**config.mk**
```make
export PLATFORM = sky130hd
export DESIGN_NAME = depth_roi_change_alert_unit
export DESIGN_NICKNAME = d
export VERILOG_FILES = /design/src/rtl/drca_pkg.sv /design/src/rtl/drca_div.sv /design/src/rtl/drca_ctrl.sv /design/src/rtl/drca_dp.sv /design/src/rtl/depth_roi_change_alert_unit.sv
export SDC_FILE = /design/constraint.sdc
export NUM_CORES = 2
export LEC_CHECK = 0
export BUFFER_PORTS_ARGS = -buffer_cell sky130_fd_sc_hd__buf_2
export CELL_PAD_IN_SITES_DETAIL_PLACEMENT = 0
export CELL_PAD_IN_SITES_GLOBAL_PLACEMENT = 1
export CORE_UTILIZATION = 46
export DETAILED_ROUTE_END_ITERATION = 10
export PLACE_DENSITY_LB_ADDON = 0.1
export SYNTH_ARGS = -nofsm -noshare
export SYNTH_HDL_FRONTEND = slang
export SYNTH_SLANG_ARGS = --single-unit
```
**constraint.sdc**
```tcl
create_clock -name aclk -period 5.3 [get_ports aclk]
set_input_delay 0.265 -clock aclk [delete_from_list [all_inputs] [get_ports aclk]]
set_output_delay 0.265 -clock aclk [all_outputs]
set_load 0.03 [all_outputs]
```
**src/rtl/drca_pkg.sv**
```systemverilog
// Shared types and constants for the depth box change alert block.
// Used by every module under rtl; depends on nothing else.
package drca_pkg;

    // Fixed sizes of the block.
    localparam int WINDOW_LEN = 15;
    localparam int DEPTH_BITS = 16;
    localparam int COORD_BITS = 12;

    localparam int SUM_W  = 36;
    localparam int CNT_W  = 20;
    localparam int AVG_W  = 16;
    localparam int HCNT_W = $clog2(WINDOW_LEN + 1);
    localparam int HPTR_W = (WINDOW_LEN > 1) ? $clog2(WINDOW_LEN) : 1;
    localparam int WSUM_W = AVG_W + HCNT_W;
    localparam int CMP_W  = 14;
    localparam int RATIO_W = 12;
    localparam int LHS_W  = AVG_W + HCNT_W + 10;
    localparam int RHS_W  = RATIO_W + WSUM_W;
    localparam int DIV_STEPS = SUM_W;
    localparam int DIV_CNT_W = $clog2(DIV_STEPS + 1);

    // Configuration port.
    localparam int CFG_IDX_W  = 3;
    localparam int CFG_DATA_W = 13;

    localparam logic [CFG_IDX_W-1:0] CFG_FRAME_WIDTH  = 3'd0;
    localparam logic [CFG_IDX_W-1:0] CFG_FRAME_HEIGHT = 3'd1;
    localparam logic [CFG_IDX_W-1:0] CFG_BOX_WIDTH    = 3'd2;
    localparam logic [CFG_IDX_W-1:0] CFG_BOX_HEIGHT   = 3'd3;
    localparam logic [CFG_IDX_W-1:0] CFG_RATIO        = 3'd4;
    localparam logic [CFG_IDX_W-1:0] CFG_COOLDOWN     = 3'd5;

    // Opcodes of an input word.
    localparam logic [1:0] OP_PIXEL = 2'd0;
    localparam logic [1:0] OP_EOF   = 2'd1;
    localparam logic [1:0] OP_TICK  = 2'd2;

    typedef struct packed {
        logic [1:0]  opcode;
        logic [11:0] col;
        logic [11:0] row;
        logic [15:0] depth_value;
    } in_word_t;

    typedef struct packed {
        logic [15:0] box_average;
        logic [15:0] window_mean;
        logic        alert;
        logic        empty_box;
    } out_word_t;

    typedef enum logic [2:0] {
        ST_IDLE,
        ST_DIV_AVG,
        ST_HIST,
        ST_ROLL,
        ST_DIV_ROLL,
        ST_DONE
    } state_t;

    typedef struct packed {
        logic pixel_acc;
        logic tick_inc;
        logic div_start;
        logic div_sel_roll;
        logic avg_capture;
        logic hist_update;
        logic prod_capture;
        logic finish;
    } dp_cmd_t;

    typedef struct packed {
        logic div_done;
        logic out_free;
    } dp_status_t;

endpackage

```
**src/rtl/drca_div.sv**
```systemverilog
// Restoring divider, one quotient bit per cycle.
// Depends on drca_pkg for its widths.
module drca_div
    import drca_pkg::*;
(
    input  logic             aclk,
    input  logic             aresetn,
    input  logic             start,
    input  logic [SUM_W-1:0] dividend,
    input  logic [CNT_W-1:0] divisor,
    output logic             done,
    output logic [SUM_W-1:0] quotient
);

    logic [SUM_W-1:0]     quo_reg, quo_next;
    logic [CNT_W-1:0]     rem_reg, rem_next;
    logic [CNT_W-1:0]     dsr_reg;
    logic [DIV_CNT_W-1:0] cnt_reg;
    logic                 busy_reg;
    logic                 done_reg;
    logic [CNT_W:0]       shifted;
    logic [CNT_W:0]       diff;
    logic                 ge;

    always_comb begin
        shifted  = {rem_reg, quo_reg[SUM_W-1]};
        diff     = shifted - {1'b0, dsr_reg};
        ge       = (shifted >= {1'b0, dsr_reg});
        rem_next = ge ? diff[CNT_W-1:0] : shifted[CNT_W-1:0];
        quo_next = {quo_reg[SUM_W-2:0], ge};
    end

    always_ff @(posedge aclk) begin
        if (!aresetn) begin
            busy_reg <= 1'b0;
            done_reg <= 1'b0;
            cnt_reg  <= '0;
        end else if (start) begin
            busy_reg <= 1'b1;
            done_reg <= 1'b0;
            cnt_reg  <= '0;
        end else if (busy_reg) begin
            cnt_reg <= cnt_reg + 1'b1;
            if (cnt_reg == DIV_CNT_W'(DIV_STEPS - 1)) begin
                busy_reg <= 1'b0;
                done_reg <= 1'b1;
            end
        end
    end

    always_ff @(posedge aclk) begin
        if (start) begin
            quo_reg <= dividend;
            rem_reg <= '0;
            dsr_reg <= divisor;
        end else if (busy_reg) begin
            quo_reg <= quo_next;
            rem_reg <= rem_next;
        end
    end

    assign done     = done_reg;
    assign quotient = quo_reg;

endmodule

```
**src/rtl/drca_ctrl.sv**
```systemverilog
// Sequencer for the block: accepts words and steps the end-of-frame work.
// Depends on drca_pkg for the state, command and status types.
module drca_ctrl
    import drca_pkg::*;
(
    input  logic       aclk,
    input  logic       aresetn,
    input  logic       s_valid,
    input  logic [1:0] opcode,
    output logic       s_ready,
    input  dp_status_t status,
    output dp_cmd_t    cmd
);

    state_t state_reg, state_next;

    always_ff @(posedge aclk) begin
        if (!aresetn) begin
            state_reg <= ST_IDLE;
        end else begin
            state_reg <= state_next;
        end
    end

    always_comb begin
        state_next = state_reg;
        unique case (state_reg)
            ST_IDLE: begin
                if (s_valid && opcode == OP_EOF) begin
                    state_next = ST_DIV_AVG;
                end
            end
            ST_DIV_AVG: begin
                if (status.div_done) begin
                    state_next = ST_HIST;
                end
            end
            ST_HIST:     state_next = ST_ROLL;
            ST_ROLL:     state_next = ST_DIV_ROLL;
            ST_DIV_ROLL: begin
                if (status.div_done) begin
                    state_next = ST_DONE;
                end
            end
            ST_DONE: begin
                if (status.out_free) begin
                    state_next = ST_IDLE;
                end
            end
            default:     state_next = ST_IDLE;
        endcase
    end

    always_comb begin
        cmd     = '0;
        s_ready = 1'b0;
        unique case (state_reg)
            ST_IDLE: begin
                s_ready = 1'b1;
                if (s_valid) begin
                    unique case (opcode)
                        OP_PIXEL: cmd.pixel_acc = 1'b1;
                        OP_TICK:  cmd.tick_inc  = 1'b1;
                        OP_EOF:   cmd.div_start = 1'b1;
                        default:  cmd = '0;
                    endcase
                end
            end
            ST_DIV_AVG: cmd.avg_capture = status.div_done;
            ST_HIST:    cmd.hist_update = 1'b1;
            ST_ROLL: begin
                cmd.div_start    = 1'b1;
                cmd.div_sel_roll = 1'b1;
                cmd.prod_capture = 1'b1;
            end
            ST_DIV_ROLL: cmd = '0;
            ST_DONE:     cmd.finish = status.out_free;
            default:     cmd = '0;
        endcase
    end

endmodule

```
**src/rtl/drca_dp.sv**
```systemverilog
// Datapath: configuration registers, box accumulators, frame history window,
// alert decision and the output register. Depends on drca_pkg and drca_div.
module drca_dp
    import drca_pkg::*;
(
    input  logic                  aclk,
    input  logic                  aresetn,
    input  logic                  cfg_we,
    input  logic [CFG_IDX_W-1:0]  cfg_index,
    input  logic [CFG_DATA_W-1:0] cfg_data,
    input  in_word_t              s_data,
    input  dp_cmd_t               cmd,
    output dp_status_t            status,
    output logic                  m_valid,
    input  logic                  m_ready,
    output out_word_t             m_data
);

    // Configuration.
    logic [12:0]        frame_width_reg;
    logic [12:0]        frame_height_reg;
    logic [9:0]         box_width_reg;
    logic [9:0]         box_height_reg;
    logic [RATIO_W-1:0] ratio_reg;
    logic [7:0]         cooldown_reg;

    always_ff @(posedge aclk) begin
        if (!aresetn) begin
            frame_width_reg  <= 13'd1280;
            frame_height_reg <= 13'd720;
            box_width_reg    <= 10'd100;
            box_height_reg   <= 10'd70;
            ratio_reg        <= 12'd1096;
            cooldown_reg     <= 8'd5;
        end else if (cfg_we) begin
            unique case (cfg_index)
                CFG_FRAME_WIDTH:  frame_width_reg  <= cfg_data;
                CFG_FRAME_HEIGHT: frame_height_reg <= cfg_data;
                CFG_BOX_WIDTH:    box_width_reg    <= cfg_data[9:0];
                CFG_BOX_HEIGHT:   box_height_reg   <= cfg_data[9:0];
                CFG_RATIO:        ratio_reg        <= cfg_data[RATIO_W-1:0];
                CFG_COOLDOWN:     cooldown_reg     <= cfg_data[7:0];
                default:          ;
            endcase
        end
    end

    // Box bounds, signed because the lower bound may fall below zero.
    logic signed [CMP_W-1:0] col_lo, col_hi, row_lo, row_hi, col_s, row_s;
    logic                    in_box;

    always_comb begin
        col_lo = $signed({2'b00, frame_width_reg[12:1]}) - $signed({5'b0, box_width_reg[9:1]});
        col_hi = $signed({2'b00, frame_width_reg[12:1]}) + $signed({5'b0, box_width_reg[9:1]});
        row_lo = $signed({2'b00, frame_height_reg[12:1]})
               - $signed({5'b0, box_height_reg[9:1]});
        row_hi = $signed({2'b00, frame_height_reg[12:1]})
               + $signed({5'b0, box_height_reg[9:1]});
        col_s  = $signed({{(CMP_W-COORD_BITS){1'b0}}, s_data.col[COORD_BITS-1:0]});
        row_s  = $signed({{(CMP_W-COORD_BITS){1'b0}}, s_data.row[COORD_BITS-1:0]});
        in_box = (col_s >= col_lo) && (col_s <= col_hi)
              && (row_s >= row_lo) && (row_s <= row_hi);
    end

    // Box accumulators with saturation.
    logic [SUM_W-1:0] box_sum_reg;
    logic [CNT_W-1:0] box_cnt_reg;
    logic [SUM_W:0]   sum_add;

    assign sum_add = {1'b0, box_sum_reg}
                   + {{(SUM_W+1-DEPTH_BITS){1'b0}}, s_data.depth_value[DEPTH_BITS-1:0]};

    always_ff @(posedge aclk) begin
        if (!aresetn) begin
            box_sum_reg <= '0;
            box_cnt_reg <= '0;
        end else if (cmd.finish) begin
            box_sum_reg <= '0;
            box_cnt_reg <= '0;
        end else if (cmd.pixel_acc && in_box) begin
            box_sum_reg <= sum_add[SUM_W] ? {SUM_W{1'b1}} : sum_add[SUM_W-1:0];
            if (box_cnt_reg != {CNT_W{1'b1}}) begin
                box_cnt_reg <= box_cnt_reg + 1'b1;
            end
        end
    end

    // Shared divider for the box mean and the window mean.
    logic [HCNT_W-1:0] hcnt_reg;
    logic [WSUM_W-1:0] wsum_reg;
    logic [SUM_W-1:0]  div_dividend;
    logic [CNT_W-1:0]  div_divisor;
    logic [SUM_W-1:0]  div_quo;
    logic              div_done;

    assign div_dividend = cmd.div_sel_roll ? {{(SUM_W-WSUM_W){1'b0}}, wsum_reg} : box_sum_reg;
    assign div_divisor  = cmd.div_sel_roll ? {{(CNT_W-HCNT_W){1'b0}}, hcnt_reg} : box_cnt_reg;

    drca_div u_div (
        .aclk     (aclk),
        .aresetn  (aresetn),
        .start    (cmd.div_start),
        .dividend (div_dividend),
        .divisor  (div_divisor),
        .done     (div_done),
        .quotient (div_quo)
    );

    logic [AVG_W-1:0] avg_reg;
    logic             empty_reg;

    always_ff @(posedge aclk) begin
        if (cmd.avg_capture) begin
            empty_reg <= (box_cnt_reg == '0);
            if (box_cnt_reg == '0) begin
                avg_reg <= '0;
            end else if (div_quo[SUM_W-1:AVG_W] != '0) begin
                avg_reg <= {AVG_W{1'b1}};
            end else begin
                avg_reg <= div_quo[AVG_W-1:0];
            end
        end
    end

    // Frame history window.
    logic [AVG_W-1:0]  hist_mem [WINDOW_LEN];
    logic [HPTR_W-1:0] hptr_reg;
    logic              hist_full;
    logic [WSUM_W-1:0] old_avg;

    assign hist_full = (hcnt_reg == HCNT_W'(WINDOW_LEN));
    assign old_avg   = hist_full ? {{(WSUM_W-AVG_W){1'b0}}, hist_mem[hptr_reg]} : '0;

    always_ff @(posedge aclk) begin
        if (cmd.hist_update) begin
            hist_mem[hptr_reg] <= avg_reg;
        end
    end

    always_ff @(posedge aclk) begin
        if (!aresetn) begin
            hptr_reg <= '0;
            hcnt_reg <= '0;
            wsum_reg <= '0;
        end else if (cmd.hist_update) begin
            wsum_reg <= wsum_reg - old_avg + {{(WSUM_W-AVG_W){1'b0}}, avg_reg};
            if (!hist_full) begin
                hcnt_reg <= hcnt_reg + 1'b1;
            end
            if (hptr_reg == HPTR_W'(WINDOW_LEN - 1)) begin
                hptr_reg <= '0;
            end else begin
                hptr_reg <= hptr_reg + 1'b1;
            end
        end
    end

    // Alert products and cooldown.
    logic [LHS_W-1:0] lhs_reg;
    logic [RHS_W-1:0] rhs_reg;
    logic [7:0]       ticks_reg;
    logic             alert;

    always_ff @(posedge aclk) begin
        if (cmd.prod_capture) begin
            lhs_reg <= {{{HCNT_W{1'b0}}, avg_reg} * {{AVG_W{1'b0}}, hcnt_reg}, 10'b0};
            rhs_reg <= {{(RHS_W-RATIO_W){1'b0}}, ratio_reg}
                     * {{(RHS_W-WSUM_W){1'b0}}, wsum_reg};
        end
    end

    assign alert = ({{(RHS_W-LHS_W){1'b0}}, lhs_reg} >= rhs_reg) && (ticks_reg > cooldown_reg);

    always_ff @(posedge aclk) begin
        if (!aresetn) begin
            ticks_reg <= 8'hFF;
        end else if (cmd.finish && alert) begin
            ticks_reg <= '0;
        end else if (cmd.tick_inc && ticks_reg != 8'hFF) begin
            ticks_reg <= ticks_reg + 1'b1;
        end
    end

    // Output register.
    logic      m_valid_reg;
    out_word_t out_reg;

    always_ff @(posedge aclk) begin
        if (!aresetn) begin
            m_valid_reg <= 1'b0;
        end else if (cmd.finish) begin
            m_valid_reg <= 1'b1;
        end else if (m_ready) begin
            m_valid_reg <= 1'b0;
        end
    end

    always_ff @(posedge aclk) begin
        if (cmd.finish) begin
            out_reg.box_average <= avg_reg;
            out_reg.window_mean <= div_quo[AVG_W-1:0];
            out_reg.alert       <= alert;
            out_reg.empty_box   <= empty_reg;
        end
    end

    assign m_valid         = m_valid_reg;
    assign m_data          = out_reg;
    assign status.div_done = div_done;
    assign status.out_free = !m_valid_reg || m_ready;

endmodule

```
**src/rtl/depth_roi_change_alert_unit.sv**
```systemverilog
// Top level of the depth box change alert block.
// Depends on drca_pkg, drca_ctrl, drca_dp (which holds drca_div).
//
//   Channel   Ports                          Carries
//   input     s_valid, s_ready, s_data       pixel, end-of-frame or tick word
//   result    m_valid, m_ready, m_data       one word per end of frame
//   config    cfg_we, cfg_index, cfg_data    register writes, no read-back
//
// Pixel and tick words may arrive back to back and are taken while the block is idle.
// An end-of-frame word holds off the next word until its work is done:
// the shared serial divider runs twice, for the box mean and then the
// window mean, with sequencing states around the two runs.
// Reset is synchronous and active low; it restores the default registers,
// clears the accumulators and the window, and allows the first alert.
// A stalled result word waits in the output register; pixels keep flowing,
// and only the next end of frame waits for that register to drain.
module depth_roi_change_alert_unit
    import drca_pkg::*;
(
    input  logic                  aclk,
    input  logic                  aresetn,
    input  logic                  s_valid,
    output logic                  s_ready,
    input  in_word_t              s_data,
    output logic                  m_valid,
    input  logic                  m_ready,
    output out_word_t             m_data,
    input  logic                  cfg_we,
    input  logic [CFG_IDX_W-1:0]  cfg_index,
    input  logic [CFG_DATA_W-1:0] cfg_data
);

    dp_cmd_t    cmd;
    dp_status_t status;

    // The sequencer decides what happens each cycle; the datapath only acts
    // on its commands and reports divider completion and output space.
    drca_ctrl u_ctrl (
        .aclk    (aclk),
        .aresetn (aresetn),
        .s_valid (s_valid),
        .opcode  (s_data.opcode),
        .s_ready (s_ready),
        .status  (status),
        .cmd     (cmd)
    );

    drca_dp u_dp (
        .aclk      (aclk),
        .aresetn   (aresetn),
        .cfg_we    (cfg_we),
        .cfg_index (cfg_index),
        .cfg_data  (cfg_data),
        .s_data    (s_data),
        .cmd       (cmd),
        .status    (status),
        .m_valid   (m_valid),
        .m_ready   (m_ready),
        .m_data    (m_data)
    );

`ifndef SYNTHESIS
    // An empty box always reports a zero mean.
    a_empty_zero: assert property (@(posedge aclk) disable iff (!aresetn)
        m_valid && m_data.empty_box |-> m_data.box_average == '0)
        else $error("empty box word with nonzero box average");

    // Accepting an end-of-frame word stops intake while the means are worked out.
    a_eof_busy: assert property (@(posedge aclk) disable iff (!aresetn)
        s_valid && s_ready && s_data.opcode == OP_EOF |=> !s_ready)
        else $error("input taken right after an end-of-frame word");

    // No result word is offered straight out of reset.
    a_reset_quiet: assert property (@(posedge aclk)
        !aresetn |=> !m_valid)
        else $error("result word valid after reset");
`endif

endmodule

```
==> run summary <==
The flow ran to the end, but the final reports show violations. The final reports fail on setup timing. The final routed wirelength across all metal layers is 106 mm.

The post-synth design cell area came out at 38,300 um^2. Synthesis inferred 589 register bits. For this design the total switching power over the nets is 2.79 mW. The delay contributed by the slowest stage of the critical path is 0.59 ns. In this run the clock root is driven by a clkbuf_16. In this run the power density over the cells is 245 nW/um^2. The number of buffers created by CTS is 69. Row generation in the floorplan step produced 105 rows. The library cell used most frequently in the layout, excluding fill and tap cells, is nand2_1. In the layout the commonest cells are nand2_1 (489), inv_1 (424), edfxtp_1 (399). The die outline height is 291 um. The clock arrives with 0.0682 ns of skew. The critical path's most frequent cell is fa_1. Summed over all instances, the cell type with the most area after synthesis is edfxtp_1.

The number of global-route vias before repair is 28,650. The signal arrival time at the worst endpoint is 5.92 ns. In the post-synthesis netlist, the biggest area contributors are edfxtp_1 (31%), fa_1 (12%), dfxtp_1 (9.9%). In this run, synthesis inferred 399 flip-flops with an integrated enable.

On the final layout, the worst hold slack is 0.0419 ns. The layout overhead on the synthesized area is 16.4%. The synthesized net count came out at 4,282. The tightest slew margin relative to the limit is 0.304. The share of post-route cells with drive strength above 1 is 0.160. For the worst-skew pair, the clock arrives at the later sink with an insertion delay of 0.65 ns.

The number of port buffers is 98. For the pin with the worst max-slew slack, the measured transition is 1.04 ns. The post-layout minimum cycle time is 5.58 ns.

The number of different library cells in the post-synthesis netlist is 79. For this run, the total global-route usage over all layers was measured as 0.252. The total number of vias came out at 27,963.

By startpoint and endpoint, the worst setup path is classified as reg -> reg. Setup repair after global routing could not meet its margin everywhere. The fraction of power consumed by sequential logic is 0.461. The internal cell power came out at 8.15 mW. The number of nets in the layout came out at 4,524. The worst setup path is launched from a flip-flop. TritonCTS built the clock tree. The cell family contributing the most delay on the critical path is adder cells. The endpoint required time on the critical path is 5.63 ns. The number of slew-limit violations in the final report came out at 0.

The critical path contains buffers and inverters numbering 5 combined. The signal on the critical path passes through buf_4, and2_4, fa_1, inv_2, fa_1, inv_1, fa_1, fa_1, inv_2, fa_1, inv_1, ha_2, a21o_1, a21oi_2, o21ai_2, or4_4, a311oi_4, a21oi_1, nor2_1, xnor2_1. After clock tree synthesis, the clock-pin slew on the worst setup and hold paths is 0.06 ns. The first global-routing pass estimated 165 mm of wire.

The area share of the largest cell type after synthesis is 0.313. The dominant register cell in the synthesized netlist is edfxtp_1. For this run, asynchronously set or reset flops after synthesis account for 0.

Of the total power, combinational logic draws 0.108. The post-route fraction of the period consumed by the critical path is 1.05. The maximum operating frequency is 179 MHz. The number of flip-flops in the largest register came out at 240.

The initial antenna violation count is 2. The leakage power summed over all cells is 18.4 nW. The final cell utilization of the core came out at 0.542.

The count of endpoints failing setup in the final report is 9. Entering global routing, the biggest net connects 60 pins. The count of H-tree levels built during CTS is 3. The clock passes through at most 3 buffers.

The final routed DRC violation total came out at 0. Across the run, the number of max-cap violations was 0. Of the total power, the share spent switching nets is 0.255. After layout, the worst setup slack is -0.284 ns. The slowest stage of the critical path is the fa_1 cell. The post-synthesis sequential area ratio is 0.412.

The tree built by TritonCTS fans out to 589 sinks. The worst setup path is captured at a flip-flop. The area of the core came out at 82,200 um^2. The cell count after synthesis came out at 3,722. The overall die area came out at 84,400 um^2. The leftover overflow at the end of global routing is 0. The remaining number of nets flagged by the antenna check after routing is 0. The number of detailed-route iterations in the first pass came out at 5. The starting density of the core came out at 0.466.

The routability congestion estimate is 0.901. The share of total power dissipated in the clock network is 0.431. The number of endpoints with negative hold slack in the final report came to 0. For this design the top-level I/O count stands at 99.

The maximum net fanout on the critical path is 8. The multi-input combinational cells in the finished layout cover a total of 20,800 um^2. The HPWL after detailed placement came out at 78.1 mm.

The chip width came out at 291 um. The number of warnings issued by yosys is 0. The worst hold path belongs to the class in -> reg. The worst-case vdd ir drop came out at 0.242 mV. The via density per instance is 5.49. Fill cells in the final layout number 7,238. A synthesized cell averages 10.3 um^2.

The routed length per instance came out at 20.8 um. The initial detailed-routing violation count is 1,973. The sequential cells in the finished layout cover a total of 15,900 um^2.
synth_stat cells, types with 37 or more instances:
| cell type | number |
|---|---|
| inv_1 | 446 |
| mux2i_1 | 37 |
| xor2_1 | 55 |
| and2_1 | 116 |
| clkbuf_1 | 140 |
| xnor2_1 | 91 |
| a21oi_1 | 211 |
| a21o_1 | 43 |
| nor2_1 | 220 |
| o21ai_0 | 140 |
| nor3_1 | 45 |
| nand2_1 | 503 |
| ha_1 | 267 |
| edfxtp_1 | 399 |
| mux4_2 | 64 |
| dfxtp_1 | 190 |
| nand3_1 | 89 |
| fa_1 | 230 |
| nor2b_1 | 46 |
cell families after synthesis:
family,share of synthesized area
buf+inv,0.0605
compound gates,0.0941
mux,0.0473
xor+xnor,0.0334
simple gates,0.145
fa+ha+maj,0.207
flops,0.412
routing by layer:
layer	part of all wire	GRT usage
met1	0.45	0.347
met2	0.46	0.407
met3	0.063	0.0487
met4	0.023	0.0679
met5	0.000085	0
path summary, 6_finish.rpt:
check	startpoint	end	slack [ns]	cells past startpoint
worst max register to register	u_dp.wsum_reg[12]$_SDFFE_PN0P_	u_dp.rhs_reg[31]$_DFFE_PP_	-0.28	20
worst max-delay path	u_dp.wsum_reg[12]$_SDFFE_PN0P_	u_dp.rhs_reg[31]$_DFFE_PP_	-0.28	20
worst min-delay path	s_data[40]	u_ctrl.state_reg[0]$_SDFFE_PN0P_	0.04	4
worst min register to register	u_dp.empty_reg$_DFFE_PP_	u_dp.m_data[0]$_DFFE_PP_	0.44	0
area by class of cell:
cell class | count | share of cell area
sequential | 589 | 0.356
inverter | 448 | 0.0377
multi-input combinational | 2523 | 0.467
clock inverter | 32 | 0.00929
clock buffer | 95 | 0.0419
tap | 1070 | 0.0300
antenna | 1 | 0.0000561
timing repair buffer | 333 | 0.0588
stage by stage:
step | worst slack (ns) | std cells | power, mW | TNS (ns) | area [um^2]
2_1_floorplan | -0.0233 | 3722 | 6.00 | -0.0275 | 38800
3_3_place_gp | -0.506 | 4920 | 6.27 | -3.48 | 41400
3_5_place_dp | -0.555 | 4920 | 6.30 | -4.10 | 41400
4_1_cts | -0.291 | 5075 | 11.0 | -1.50 | 44200
5_1_grt | -0.486 | 5090 | 11.4 | -3.97 | 44600
6_report | -0.284 | 5091 | 10.9 | -1.39 | 44600
worst reg2reg max path, cell delays in order (launching register included):
cell	delay, ns
dfxtp_4	0.38
buf_4	0.15
and2_4	0.15
fa_1	0.54
inv_2	0.05
fa_1	0.52
inv_1	0.05
fa_1	0.47
fa_1	0.59
inv_2	0.04
fa_1	0.48
inv_1	0.05
ha_2	0.18
a21o_1	0.20
a21oi_2	0.15
o21ai_2	0.08
or4_4	0.56
a311oi_4	0.33
a21oi_1	0.10
nor2_1	0.13
xnor2_1	0.08
power by group through the flow:
stage	sequential (mW)	clock, mW	combinational (mW)
2_1_floorplan	5.12	0	0.876
3_3_place_gp	5.15	0	1.12
3_5_place_dp	5.15	0	1.15
4_1_cts	5.05	4.82	1.17
5_1_grt	5.06	4.99	1.31
6_report	5.05	4.72	1.18
timing repair:
| item | in CTS | in global routing |
|---|---|---|
| gates cloned | 2 | 3 |
| hold endpoints to repair | 59 | 0 |
| hold buffers | 13 | 0 |
| gates resized for setup | 70 | 62 |
| buffers inserted | 13 | 12 |
| endpoints found under the setup margin | 15 | 37 |
| pin swaps | 62 | 64 |
No activity file was read; power rests on OpenSTA's default activity.
